File: src/hw/rtl/cld_pkg.sv
// shared types, codes and constants for the content-length deframer
// no dependencies; imported by every module of the block

package cld_pkg;

    localparam int          QUEUE_DEPTH   = 2;
    localparam int          QPTR_W        = $clog2(QUEUE_DEPTH);
    localparam int          QCNT_W        = $clog2(QUEUE_DEPTH + 1);

    localparam logic [3:0]  KEY_LENGTH    = 4'd14;
    localparam logic [30:0] MAX_LEN_RST   = 31'h7FFF_FFFF;
    localparam logic [31:0] SAT_MAG       = 32'h8000_0000;

    localparam logic [7:0]  CHR_LF        = 8'h0A;
    localparam logic [7:0]  CHR_CR        = 8'h0D;
    localparam logic [7:0]  CHR_TAB       = 8'h09;
    localparam logic [7:0]  CHR_SP        = 8'h20;
    localparam logic [7:0]  CHR_COLON     = 8'h3A;
    localparam logic [7:0]  CHR_PLUS      = 8'h2B;
    localparam logic [7:0]  CHR_MINUS     = 8'h2D;
    localparam logic [7:0]  CHR_ZERO      = 8'h30;
    localparam logic [7:0]  CHR_NINE      = 8'h39;

    typedef enum logic [2:0] {
        ST_PAYLOAD = 3'd0,
        ST_EMPTY   = 3'd1,
        ST_INVALID = 3'd2,
        ST_RANGE   = 3'd3,
        ST_MISSING = 3'd4,
        ST_TRUNC   = 3'd5
    } t_status;

    typedef enum logic [3:0] {
        PH_LINE_START = 4'd0,
        PH_LINE_CR    = 4'd1,
        PH_KEY        = 4'd2,
        PH_WS         = 4'd3,
        PH_SIGN       = 4'd4,
        PH_DIGITS     = 4'd5,
        PH_VALUE_DONE = 4'd6,
        PH_SKIP       = 4'd7,
        PH_PAYLOAD    = 4'd8
    } t_phase;

    // classified input word handed from front to back
    typedef struct packed {
        logic [7:0] data;
        logic       eoi;
        logic       is_lf;
        logic       is_cr;
        logic       is_colon;
        logic       is_ws;
        logic       is_sign;
        logic       is_minus;
        logic       is_digit;
        logic [3:0] digit;
    } t_item;

    // header key text, zero beyond its end
    function automatic logic [7:0] key_char(input logic [3:0] pos);
        logic [7:0] c;
        case (pos)
            4'd0:    c = 8'h43; // C
            4'd1:    c = 8'h6F; // o
            4'd2:    c = 8'h6E; // n
            4'd3:    c = 8'h74; // t
            4'd4:    c = 8'h65; // e
            4'd5:    c = 8'h6E; // n
            4'd6:    c = 8'h74; // t
            4'd7:    c = 8'h2D; // -
            4'd8:    c = 8'h4C; // L
            4'd9:    c = 8'h65; // e
            4'd10:   c = 8'h6E; // n
            4'd11:   c = 8'h67; // g
            4'd12:   c = 8'h74; // t
            4'd13:   c = 8'h68; // h
            default: c = 8'h00;
        endcase
        return c;
    endfunction

endpackage

File: src/hw/rtl/cld_front.sv
// front stage: accepts stream words and classifies each byte
// depends on cld_pkg (t_item, character constants)

module cld_front (
    input  logic           i_clk,
    input  logic           i_rst_n,
    input  logic           i_valid,
    output logic           o_ready,
    input  logic [7:0]     i_data,
    input  logic           i_eoi,
    output logic           o_valid,
    input  logic           i_ready,
    output cld_pkg::t_item o_item
);
    import cld_pkg::*;

    logic  r_valid;
    t_item r_item;
    t_item n_item;
    logic  load;

    assign o_ready = !r_valid || i_ready;
    assign load    = i_valid && o_ready;
    assign o_valid = r_valid;
    assign o_item  = r_item;

    always_comb begin
        n_item.data     = i_data;
        n_item.eoi      = i_eoi;
        n_item.is_lf    = (i_data == CHR_LF);
        n_item.is_cr    = (i_data == CHR_CR);
        n_item.is_colon = (i_data == CHR_COLON);
        n_item.is_ws    = (i_data inside {[CHR_TAB:CHR_CR], CHR_SP});
        n_item.is_sign  = (i_data == CHR_PLUS) || (i_data == CHR_MINUS);
        n_item.is_minus = (i_data == CHR_MINUS);
        n_item.is_digit = (i_data inside {[CHR_ZERO:CHR_NINE]});
        n_item.digit    = 4'(i_data - CHR_ZERO);
    end

    always_ff @(posedge i_clk) begin
        if (!i_rst_n) begin
            r_valid <= 1'b0;
        end else if (load) begin
            r_valid <= 1'b1;
        end else if (i_ready) begin
            r_valid <= 1'b0;
        end
    end

    always_ff @(posedge i_clk) begin
        if (load) begin
            r_item <= n_item;
        end
    end

endmodule

File: src/hw/rtl/cld_queue.sv
// short word queue between the front and back stages
// depends on cld_pkg (t_item, queue depth)

module cld_queue (
    input  logic           i_clk,
    input  logic           i_rst_n,
    input  logic           i_valid,
    output logic           o_ready,
    input  cld_pkg::t_item i_item,
    output logic           o_valid,
    input  logic           i_ready,
    output cld_pkg::t_item o_item
);
    import cld_pkg::*;

    t_item              r_mem [QUEUE_DEPTH];
    logic [QPTR_W-1:0]  r_wr_ptr;
    logic [QPTR_W-1:0]  r_rd_ptr;
    logic [QCNT_W-1:0]  r_count;
    logic               push;
    logic               pop;

    assign o_ready = (r_count != QCNT_W'(QUEUE_DEPTH));
    assign o_valid = (r_count != '0);
    assign o_item  = r_mem[r_rd_ptr];
    assign push    = i_valid && o_ready;
    assign pop     = o_valid && i_ready;

    always_ff @(posedge i_clk) begin
        if (!i_rst_n) begin
            r_wr_ptr <= '0;
            r_rd_ptr <= '0;
            r_count  <= '0;
        end else begin
            if (push) begin
                r_wr_ptr <= (r_wr_ptr == QPTR_W'(QUEUE_DEPTH - 1)) ? '0 : r_wr_ptr + 1'b1;
            end
            if (pop) begin
                r_rd_ptr <= (r_rd_ptr == QPTR_W'(QUEUE_DEPTH - 1)) ? '0 : r_rd_ptr + 1'b1;
            end
            if (push && !pop) begin
                r_count <= r_count + 1'b1;
            end else if (pop && !push) begin
                r_count <= r_count - 1'b1;
            end
        end
    end

    always_ff @(posedge i_clk) begin
        if (push) begin
            r_mem[r_wr_ptr] <= i_item;
        end
    end

endmodule

File: src/hw/rtl/cld_back.sv
// back stage: header parser, length check, payload counter and output register
// depends on cld_pkg (t_item, t_phase, t_status, key text)

module cld_back (
    input  logic           i_clk,
    input  logic           i_rst_n,
    input  logic           i_cfg_wr_en,
    input  logic [30:0]    i_cfg_wr_data,
    input  logic           i_valid,
    output logic           o_ready,
    input  cld_pkg::t_item i_item,
    output logic           o_out_valid,
    input  logic           i_out_ready,
    output logic [7:0]     o_out_byte,
    output logic [2:0]     o_out_status,
    output logic           o_out_last
);
    import cld_pkg::*;

    logic [30:0] r_max_len;

    t_phase      r_phase, n_phase;
    logic [3:0]  r_key_pos, n_key_pos;
    logic        r_key_mis, n_key_mis;
    logic [31:0] r_acc, n_acc;
    logic        r_neg, n_neg;
    logic        r_has_digit, n_has_digit;
    logic        r_found, n_found;
    logic [30:0] r_len, n_len;
    logic [30:0] r_remain, n_remain;

    logic        r_out_valid;
    logic [7:0]  r_out_byte;
    t_status     r_out_status;
    logic        r_out_last;

    logic        pop;
    logic        emit;
    logic [7:0]  e_byte;
    t_status     e_status;
    logic        e_last;
    logic        do_start_line;
    logic        do_fresh;
    logic        go_payload;

    logic        in_value;
    logic        fv_err;
    t_status     fv_status;
    logic [34:0] acc_x10;
    logic [31:0] acc_digit;
    logic        key_hit;
    logic        key_done;
    logic        blk_found;
    logic [30:0] blk_len;

    assign pop = i_valid && (!r_out_valid || i_out_ready);
    assign o_ready = pop;

    assign in_value = (r_phase inside {PH_SIGN, PH_DIGITS, PH_VALUE_DONE});

    // value check at end of a key line
    always_comb begin
        if (!r_has_digit) begin
            fv_err    = 1'b1;
            fv_status = ST_INVALID;
        end else if ((r_neg && (r_acc != '0)) || (r_acc > {1'b0, r_max_len})) begin
            fv_err    = 1'b1;
            fv_status = ST_RANGE;
        end else begin
            fv_err    = 1'b0;
            fv_status = ST_PAYLOAD;
        end
    end

    // saturating decimal accumulate, acc*10 as two shifted adds
    assign acc_x10   = {r_acc, 3'b000} + {2'b00, r_acc, 1'b0} + {31'd0, i_item.digit};
    assign acc_digit = r_acc[31]         ? r_acc   :
                       (|acc_x10[34:31]) ? SAT_MAG : acc_x10[31:0];

    assign key_hit  = (r_key_pos < KEY_LENGTH) && (i_item.data == key_char(r_key_pos));
    assign key_done = !r_key_mis && (r_key_pos == KEY_LENGTH);

    // length as seen at end of input, after finishing a partial value line
    assign blk_found = r_found || (in_value && !fv_err);
    assign blk_len   = (in_value && !fv_err) ? r_acc[30:0] : r_len;

    always_comb begin
        n_phase       = r_phase;
        n_key_pos     = r_key_pos;
        n_key_mis     = r_key_mis;
        n_acc         = r_acc;
        n_neg         = r_neg;
        n_has_digit   = r_has_digit;
        n_found       = r_found;
        n_len         = r_len;
        n_remain      = r_remain;
        emit          = 1'b0;
        e_byte        = '0;
        e_status      = ST_PAYLOAD;
        e_last        = 1'b0;
        do_start_line = 1'b0;
        do_fresh      = 1'b0;
        go_payload    = 1'b0;

        if (i_item.eoi) begin
            emit     = 1'b1;
            e_last   = 1'b1;
            do_fresh = 1'b1;
            if (r_phase == PH_PAYLOAD) begin
                e_status = ST_TRUNC;
            end else if (in_value && fv_err) begin
                e_status = fv_status;
            end else if (!blk_found) begin
                e_status = ST_MISSING;
            end else if (blk_len == '0) begin
                e_status = ST_EMPTY;
            end else begin
                e_status = ST_TRUNC;
            end
        end else if (r_phase == PH_PAYLOAD) begin
            emit     = 1'b1;
            e_byte   = i_item.data;
            e_last   = (r_remain[30:1] == '0);
            n_remain = r_remain - 1'b1;
            do_fresh = e_last;
        end else if (i_item.is_lf) begin
            if (r_phase == PH_LINE_START || r_phase == PH_LINE_CR) begin
                if (!r_found) begin
                    emit     = 1'b1;
                    e_status = ST_MISSING;
                    e_last   = 1'b1;
                    do_fresh = 1'b1;
                end else if (r_len == '0) begin
                    emit     = 1'b1;
                    e_status = ST_EMPTY;
                    e_last   = 1'b1;
                    do_fresh = 1'b1;
                end else begin
                    do_start_line = 1'b1;
                    go_payload    = 1'b1;
                end
            end else if (in_value && fv_err) begin
                emit     = 1'b1;
                e_status = fv_status;
                e_last   = 1'b1;
                do_fresh = 1'b1;
            end else begin
                if (in_value) begin
                    n_found = 1'b1;
                    n_len   = r_acc[30:0];
                end
                do_start_line = 1'b1;
            end
        end else begin
            case (r_phase)
                PH_LINE_START, PH_LINE_CR, PH_KEY: begin
                    if (r_phase == PH_LINE_START && i_item.is_cr) begin
                        n_key_mis = 1'b1;
                        n_phase   = PH_LINE_CR;
                    end else if (i_item.is_colon) begin
                        n_phase = key_done ? PH_WS : PH_SKIP;
                    end else begin
                        n_phase = PH_KEY;
                        if (key_hit) begin
                            n_key_pos = r_key_pos + 1'b1;
                        end else begin
                            n_key_mis = 1'b1;
                        end
                    end
                end
                PH_WS: begin
                    if (i_item.is_ws) begin
                        n_phase = PH_WS;
                    end else if (i_item.is_sign) begin
                        n_neg   = i_item.is_minus;
                        n_phase = PH_SIGN;
                    end else if (i_item.is_digit) begin
                        n_acc       = acc_digit;
                        n_has_digit = 1'b1;
                        n_phase     = PH_DIGITS;
                    end else begin
                        n_phase = PH_VALUE_DONE;
                    end
                end
                PH_SIGN, PH_DIGITS: begin
                    if (i_item.is_digit) begin
                        n_acc       = acc_digit;
                        n_has_digit = 1'b1;
                        n_phase     = PH_DIGITS;
                    end else begin
                        n_phase = PH_VALUE_DONE;
                    end
                end
                PH_VALUE_DONE, PH_SKIP: begin
                    n_phase = r_phase;
                end
                default: begin
                    do_start_line = 1'b1;
                end
            endcase
        end

        if (do_start_line || do_fresh) begin
            n_phase     = PH_LINE_START;
            n_key_pos   = '0;
            n_key_mis   = 1'b0;
            n_acc       = '0;
            n_neg       = 1'b0;
            n_has_digit = 1'b0;
        end
        if (do_fresh) begin
            n_found  = 1'b0;
            n_len    = '0;
            n_remain = '0;
        end
        if (go_payload) begin
            n_phase  = PH_PAYLOAD;
            n_remain = r_len;
        end
    end

    always_ff @(posedge i_clk) begin
        if (!i_rst_n) begin
            r_max_len <= MAX_LEN_RST;
        end else if (i_cfg_wr_en) begin
            r_max_len <= i_cfg_wr_data;
        end
    end

    always_ff @(posedge i_clk) begin
        if (!i_rst_n) begin
            r_phase     <= PH_LINE_START;
            r_key_pos   <= '0;
            r_key_mis   <= 1'b0;
            r_acc       <= '0;
            r_neg       <= 1'b0;
            r_has_digit <= 1'b0;
            r_found     <= 1'b0;
            r_len       <= '0;
            r_remain    <= '0;
        end else if (pop) begin
            r_phase     <= n_phase;
            r_key_pos   <= n_key_pos;
            r_key_mis   <= n_key_mis;
            r_acc       <= n_acc;
            r_neg       <= n_neg;
            r_has_digit <= n_has_digit;
            r_found     <= n_found;
            r_len       <= n_len;
            r_remain    <= n_remain;
        end
    end

    always_ff @(posedge i_clk) begin
        if (!i_rst_n) begin
            r_out_valid <= 1'b0;
        end else if (pop && emit) begin
            r_out_valid <= 1'b1;
        end else if (i_out_ready) begin
            r_out_valid <= 1'b0;
        end
    end

    always_ff @(posedge i_clk) begin
        if (pop && emit) begin
            r_out_byte   <= e_byte;
            r_out_status <= e_status;
            r_out_last   <= e_last;
        end
    end

    assign o_out_valid  = r_out_valid;
    assign o_out_byte   = r_out_byte;
    assign o_out_status = r_out_status;
    assign o_out_last   = r_out_last;

endmodule

File: src/hw/rtl/content_length_deframer_top.sv
// top level of the content-length deframer: front, queue and back stages
// depends on cld_pkg, cld_front, cld_queue, cld_back
//
//  channel   dir  handshake                      carries
//  s_axis    in   s_axis_tvalid / s_axis_tready  tdata byte, tuser end of input
//  m_axis    out  m_axis_tvalid / m_axis_tready  tdata byte, tuser status, tlast
//  cfg       in   i_cfg_wr_en                    i_cfg_wr_data max length
//
// one word accepted per clock, the back-stage parser handles one word a cycle, both
// while output is not stalled; results pass front register, queue, output register
// reset is synchronous, active low; max length returns to 2147483647
// a stalled output holds in its register while the queue soaks up two words

module content_length_deframer_top (
    input  logic        i_clk,
    input  logic        i_rst_n,
    input  logic        s_axis_tvalid,
    output logic        s_axis_tready,
    input  logic [7:0]  s_axis_tdata,   // [7:0] data_byte
    input  logic [0:0]  s_axis_tuser,   // [0] end_of_input
    output logic        m_axis_tvalid,
    input  logic        m_axis_tready,
    output logic [7:0]  m_axis_tdata,   // [7:0] payload_byte
    output logic [2:0]  m_axis_tuser,   // [2:0] status
    output logic        m_axis_tlast,
    input  logic        i_cfg_wr_en,
    input  logic [30:0] i_cfg_wr_data
);
    import cld_pkg::*;

    logic  front_valid;
    logic  front_ready;
    t_item front_item;
    logic  back_valid;
    logic  back_ready;
    t_item back_item;

    cld_front u_front (
        .i_clk   (i_clk),
        .i_rst_n (i_rst_n),
        .i_valid (s_axis_tvalid),
        .o_ready (s_axis_tready),
        .i_data  (s_axis_tdata),
        .i_eoi   (s_axis_tuser[0]),
        .o_valid (front_valid),
        .i_ready (front_ready),
        .o_item  (front_item)
    );

    cld_queue u_queue (
        .i_clk   (i_clk),
        .i_rst_n (i_rst_n),
        .i_valid (front_valid),
        .o_ready (front_ready),
        .i_item  (front_item),
        .o_valid (back_valid),
        .i_ready (back_ready),
        .o_item  (back_item)
    );

    cld_back u_back (
        .i_clk         (i_clk),
        .i_rst_n       (i_rst_n),
        .i_cfg_wr_en   (i_cfg_wr_en),
        .i_cfg_wr_data (i_cfg_wr_data),
        .i_valid       (back_valid),
        .o_ready       (back_ready),
        .i_item        (back_item),
        .o_out_valid   (m_axis_tvalid),
        .i_out_ready   (m_axis_tready),
        .o_out_byte    (m_axis_tdata),
        .o_out_status  (m_axis_tuser),
        .o_out_last    (m_axis_tlast)
    );

endmodule

File: config.mk
export PLATFORM = sky130hd
export DESIGN_NAME = content_length_deframer_top
export DESIGN_NICKNAME = d
export VERILOG_FILES = /design/src/hw/rtl/cld_pkg.sv /design/src/hw/rtl/cld_front.sv /design/src/hw/rtl/cld_queue.sv /design/src/hw/rtl/cld_back.sv /design/src/hw/rtl/content_length_deframer_top.sv
export SDC_FILE = /design/constraint.sdc
export NUM_CORES = 1
export LEC_CHECK = 0
export ABC_AREA = 1
export BUFFER_PORTS_ARGS = -buffer_cell sky130_fd_sc_hd__buf_2
export CAP_MARGIN = 20
export CELL_PAD_IN_SITES_DETAIL_PLACEMENT = 1
export CELL_PAD_IN_SITES_GLOBAL_PLACEMENT = 2
export CORE_ASPECT_RATIO = 1.5
export CORE_UTILIZATION = 34
export CTS_BUF_LIST = sky130_fd_sc_hd__clkbuf_8 sky130_fd_sc_hd__clkbuf_16
export DETAILED_ROUTE_END_ITERATION = 10
export HOLD_SLACK_MARGIN = 0.15
export PLACE_DENSITY = 0.78
export SETUP_SLACK_MARGIN = 0.5
export SLEW_MARGIN = 20
export SYNTH_ARGS = -nofsm -noshare
export SYNTH_HDL_FRONTEND = slang
export SYNTH_HIERARCHICAL = 1
export SYNTH_SLANG_ARGS = --single-unit
File: constraint.sdc
create_clock -name i_clk -period 3.7 [get_ports i_clk]
set_clock_uncertainty 0.1 [all_clocks]
set_input_delay 0.74 -clock i_clk [delete_from_list [all_inputs] [get_ports i_clk]]
set_output_delay 0.74 -clock i_clk [all_outputs]
set_load 0.02 [all_outputs]
==> flow_metrics.env <==
export IMPL_synthesis_area_um2=13100
export IMPL_cts_tree="yes"
export IMPL_combPwrFrac_pct=57.6
export IMPL_seqPwrFrac_pct=24.3
export IMPL_cts_buffer_depth=3
export IMPL_gp_congestion=0.814
export IMPL_synth_ff_type="dfxtp_1"
export IMPL_dp_cells=2185
export IMPL_track_usage_pct=21.0
export IMPL_clk_pin_slew_ns=0.06
export IMPL_grt_max_degree=112
export IMPL_initial_core_util_pct=34.7
export IMPL_synth_edf_count=68
export IMPL_ant_nets=0
export IMPL_die_height_um=242
export IMPL_yosysMostFrequentCell="nand2_1"
export IMPL_hold_depth=1
export IMPL_report_final_slew_viol_count=0
export IMPL_remaining_drc_errors=0
export IMPL_maxCapViolCount=0
export IMPL_avgViaCountPerCell=5.14
export IMPL_synth_common_cells="nand2_1, inv_1, nor2_1"
export IMPL_die_area_um2=39300
export IMPL_fin_cells=2283
export IMPL_synthCells=1627
export IMPL_synth_top_area_cell="dfxtp_1"
export IMPL_status="finished clean"
export IMPL_hold_start="s_axis_tuser"
export IMPL_io_pins=59
export IMPL_antenna_found_initial=0
export IMPL_r2r_slack_ns=0.19
export IMPL_min_to="u_front/o_item[11]$_DFFE_PP_"
export IMPL_die_w_um=162
export IMPL_layout_area_overhead_vs_synth_pct=26.7
export IMPL_syn_avg_cell_area_um2=8.05
export IMPL_worst_slew_pin_slew_ns=1.03
export IMPL_routed_wl_mm=42.6
export IMPL_grt_pass1_wl_mm=65.3
export IMPL_clkPwrFrac_pct=18.1
export IMPL_portBuffers=58
export IMPL_post_route_min_period_ns=3.51
export IMPL_rows=87
export IMPL_arrival_ns=3.85
export IMPL_async_flop_share_pct=0
export IMPL_r2r_end="u_back/r_acc[18]$_SDFFE_PN0P_"
export IMPL_drive_gt1_share_pct=24.5
export IMPL_yosys_top_cells_area="dfxtp_1, edfxtp_1, ha_1"
export IMPL_diodes=0
export IMPL_worst_path_max_fanout=6
export IMPL_switchingPower_w=0.00614
export IMPL_finalSetupTns_ns=0
export IMPL_yosysWarnings=6
export IMPL_critPathRequiredTime_ns=4.04
export IMPL_timing_fmax_mhz=285
export IMPL_cts_sinks=219
export IMPL_ff2ff_path_depth=17
export IMPL_ys_ff_latch=219
export IMPL_synth_net_count=1778
export IMPL_end_kind="flop"
export IMPL_critical_path_class="flop to flop"
export IMPL_p_sw_share_pct=44.3
export IMPL_first_iter_violations=494
export IMPL_setup_viol=0
export IMPL_root_buffer="clkbuf_16"
export IMPL_hold_class="input pin to flop"
export IMPL_rsz0062_at_grt="true"
export IMPL_grt_pass1_vias=12247
export IMPL_max_vdd_ir_drop_v=0.000470
export IMPL_multi_input_area_um2=7790
export IMPL_vias=11737
export IMPL_wl_per_cell_um=18.7
export IMPL_h_tree_depth=1
export IMPL_max_slew_margin_rel_pct=31.1
export IMPL_ys_seq_area_share_pct=38.7
export IMPL_yosysTopAreaCellShare_pct=23.1
export IMPL_overflow=0
export IMPL_internal_power_w=0.00773
export IMPL_cp_start_kind="flop"
export IMPL_fill_cells=4452
export IMPL_dpl_hpwl_mm=31.0
export IMPL_period_share_pct=95.0
export IMPL_hold_violations=0
export IMPL_clk_latency_ns=0.56
export IMPL_finalNetCount=1927
export IMPL_cts_made_buffers=24
export IMPL_core_um2=37800
export IMPL_synth_cell_types=57
export IMPL_p_leak_nw=7.14
export IMPL_drtPass1Iterations=4
export IMPL_p_per_area_nw_per_um2=836
export IMPL_regArea_um2=5070
[power by group through the flow]
| stage | Combinational [W] | Sequential (W) | Clock [W] |
|---|---|---|---|
| CTS | 0.00673 | 0.00337 | 0.00259 |
| finish | 0.00800 | 0.00337 | 0.00251 |
| floorplan | 0.00426 | 0.00336 | 0 |
| global placement | 0.00597 | 0.00339 | 0 |
| global route | 0.00871 | 0.00342 | 0.00268 |
| detailed placement | 0.00609 | 0.00341 | 0 |
[state kept, by name (all words and copies together), names as in the netlist, 2 cells and up, named ones only]
signal,flops
u_back/o_out_byte,8
u_back/r_max_len,31
u_queue/r_count,2
u_back/r_remain,31
u_back/r_len,31
u_back/r_key_pos,4
u_back/r_phase,4
u_front/o_item,16
u_queue/r_mem,40
u_back/o_out_status,3
u_back/r_acc,32
[placed cells by master (no fill, tap or decap), types with 5 or more instances in the layout]
| master | instances |
|---|---|
| dfxtp_2 | 5 |
| ha_1 | 94 |
| nor4_1 | 15 |
| edfxtp_1 | 68 |
| xor2_1 | 33 |
| dfxtp_1 | 145 |
| o21ai_2 | 9 |
| nor3_1 | 24 |
| inv_2 | 14 |
| clkbuf_16 | 30 |
| buf_12 | 12 |
| o21ai_1 | 16 |
| o211ai_1 | 5 |
| buf_6 | 14 |
| nor2_1 | 165 |
| nand3_4 | 10 |
| nand2_2 | 14 |
| xnor2_1 | 22 |
| buf_2 | 58 |
| nand3_1 | 27 |
| clkinv_4 | 5 |
| nand2_1 | 254 |
| nand3_2 | 13 |
| a21oi_1 | 139 |
| nor3_2 | 14 |
| o21ai_0 | 86 |
| a211oi_2 | 17 |
| ha_4 | 10 |
| a21oi_2 | 42 |
| buf_4 | 85 |
| inv_1 | 171 |
| mux2_4 | 20 |
| nand2_4 | 14 |
| nand4_1 | 25 |
| o21a_1 | 35 |
| nor2_4 | 8 |
[routing by layer]
layer	global-route usage, %	part of all wire, %
met5	0	0
met1	22.9	39
met2	41.2	54
met3	2.14	2.7
met4	7.19	3.7
[stage by stage]
stage,hold WS [ns],cell area [um^2],total power (W),util (%),setup slack (ns)
6_report,0.256,16600,0.0139,43.9,0.186
5_1_grt,0.232,16600,0.0148,43.9,0.0306
4_1_cts,0.225,15700,0.0127,41.5,0.172
3_5_place_dp,0.336,14300,0.00950,37.9,0.00230
3_3_place_gp,0.323,14300,0.00937,37.9,0.131
2_1_floorplan,0.321,13100,0.00762,-,0.362
[cell families (layout without fill, tap and decap cells)]
family                   after synthesis  count (layout)  share of synthesized area [%]
AO/OA/AOI/OAI                        379             379                           17.3
buffers and inverters                249             415                           7.74
AND/OR/NAND/NOR                      599             600                           20.1
adder cells (fa/ha/maj)              106             106                           10.2
multiplexers                          20              20                           2.29
XOR/XNOR                              55              55                           3.68
flip-flops                           219             219                           38.7
[area by class of cell]
type                    instances  area share [%]
flip-flops and latches        219            30.6
clock buffers                  25            3.70
multi-input cells            1160            47.0
clock inverters                19            1.22
repair buffers                179            9.33
inverters                     192            4.52
well taps                     489            3.69
[repair_timing]
item                                    in CTS  in global routing
cloned                                       1                  8
endpoints found under the setup margin      71                107
hold buffers                                 0                  0
gates resized for setup                     76                135
buffers inserted                            20                 25
pin swaps                                   34                 45
[worst max-delay path, stage by stage (launching register included)]
cell	delay (ns)
dfxtp_4	0.37
mux2_4	0.31
fa_1	0.52
inv_1	0.06
fa_2	0.33
nand3b_1	0.18
nand2_2	0.11
a21oi_4	0.08
o21ai_4	0.20
a21boi_2	0.10
o21ai_2	0.13
xor2_1	0.19
nor2_2	0.07
nand2_4	0.14
buf_12	0.14
clkbuf_16	0.15
nor3_2	0.04
o21a_1	0.17
[how the worst max path moves through the flow]
stage | from | to | slack, ns | cells past startpoint
floorplan | flop | u_back/r_acc[30]$_SDFFE_PN0P_ | 0.36 | 17
global placement | flop | u_back/r_acc[22]$_SDFFE_PN0P_ | 0.13 | 16
detailed placement | flop | u_back/r_acc[0]$_SDFFE_PN0P_ | 0.002 | 16
CTS | flop | u_back/r_acc[22]$_SDFFE_PN0P_ | 0.17 | 17
global route | flop | u_back/r_acc[16]$_SDFFE_PN0P_ | 0.03 | 17
finish | flop | u_back/r_acc[18]$_SDFFE_PN0P_ | 0.19 | 17
No activity file was read; power rests on OpenSTA's default activity.
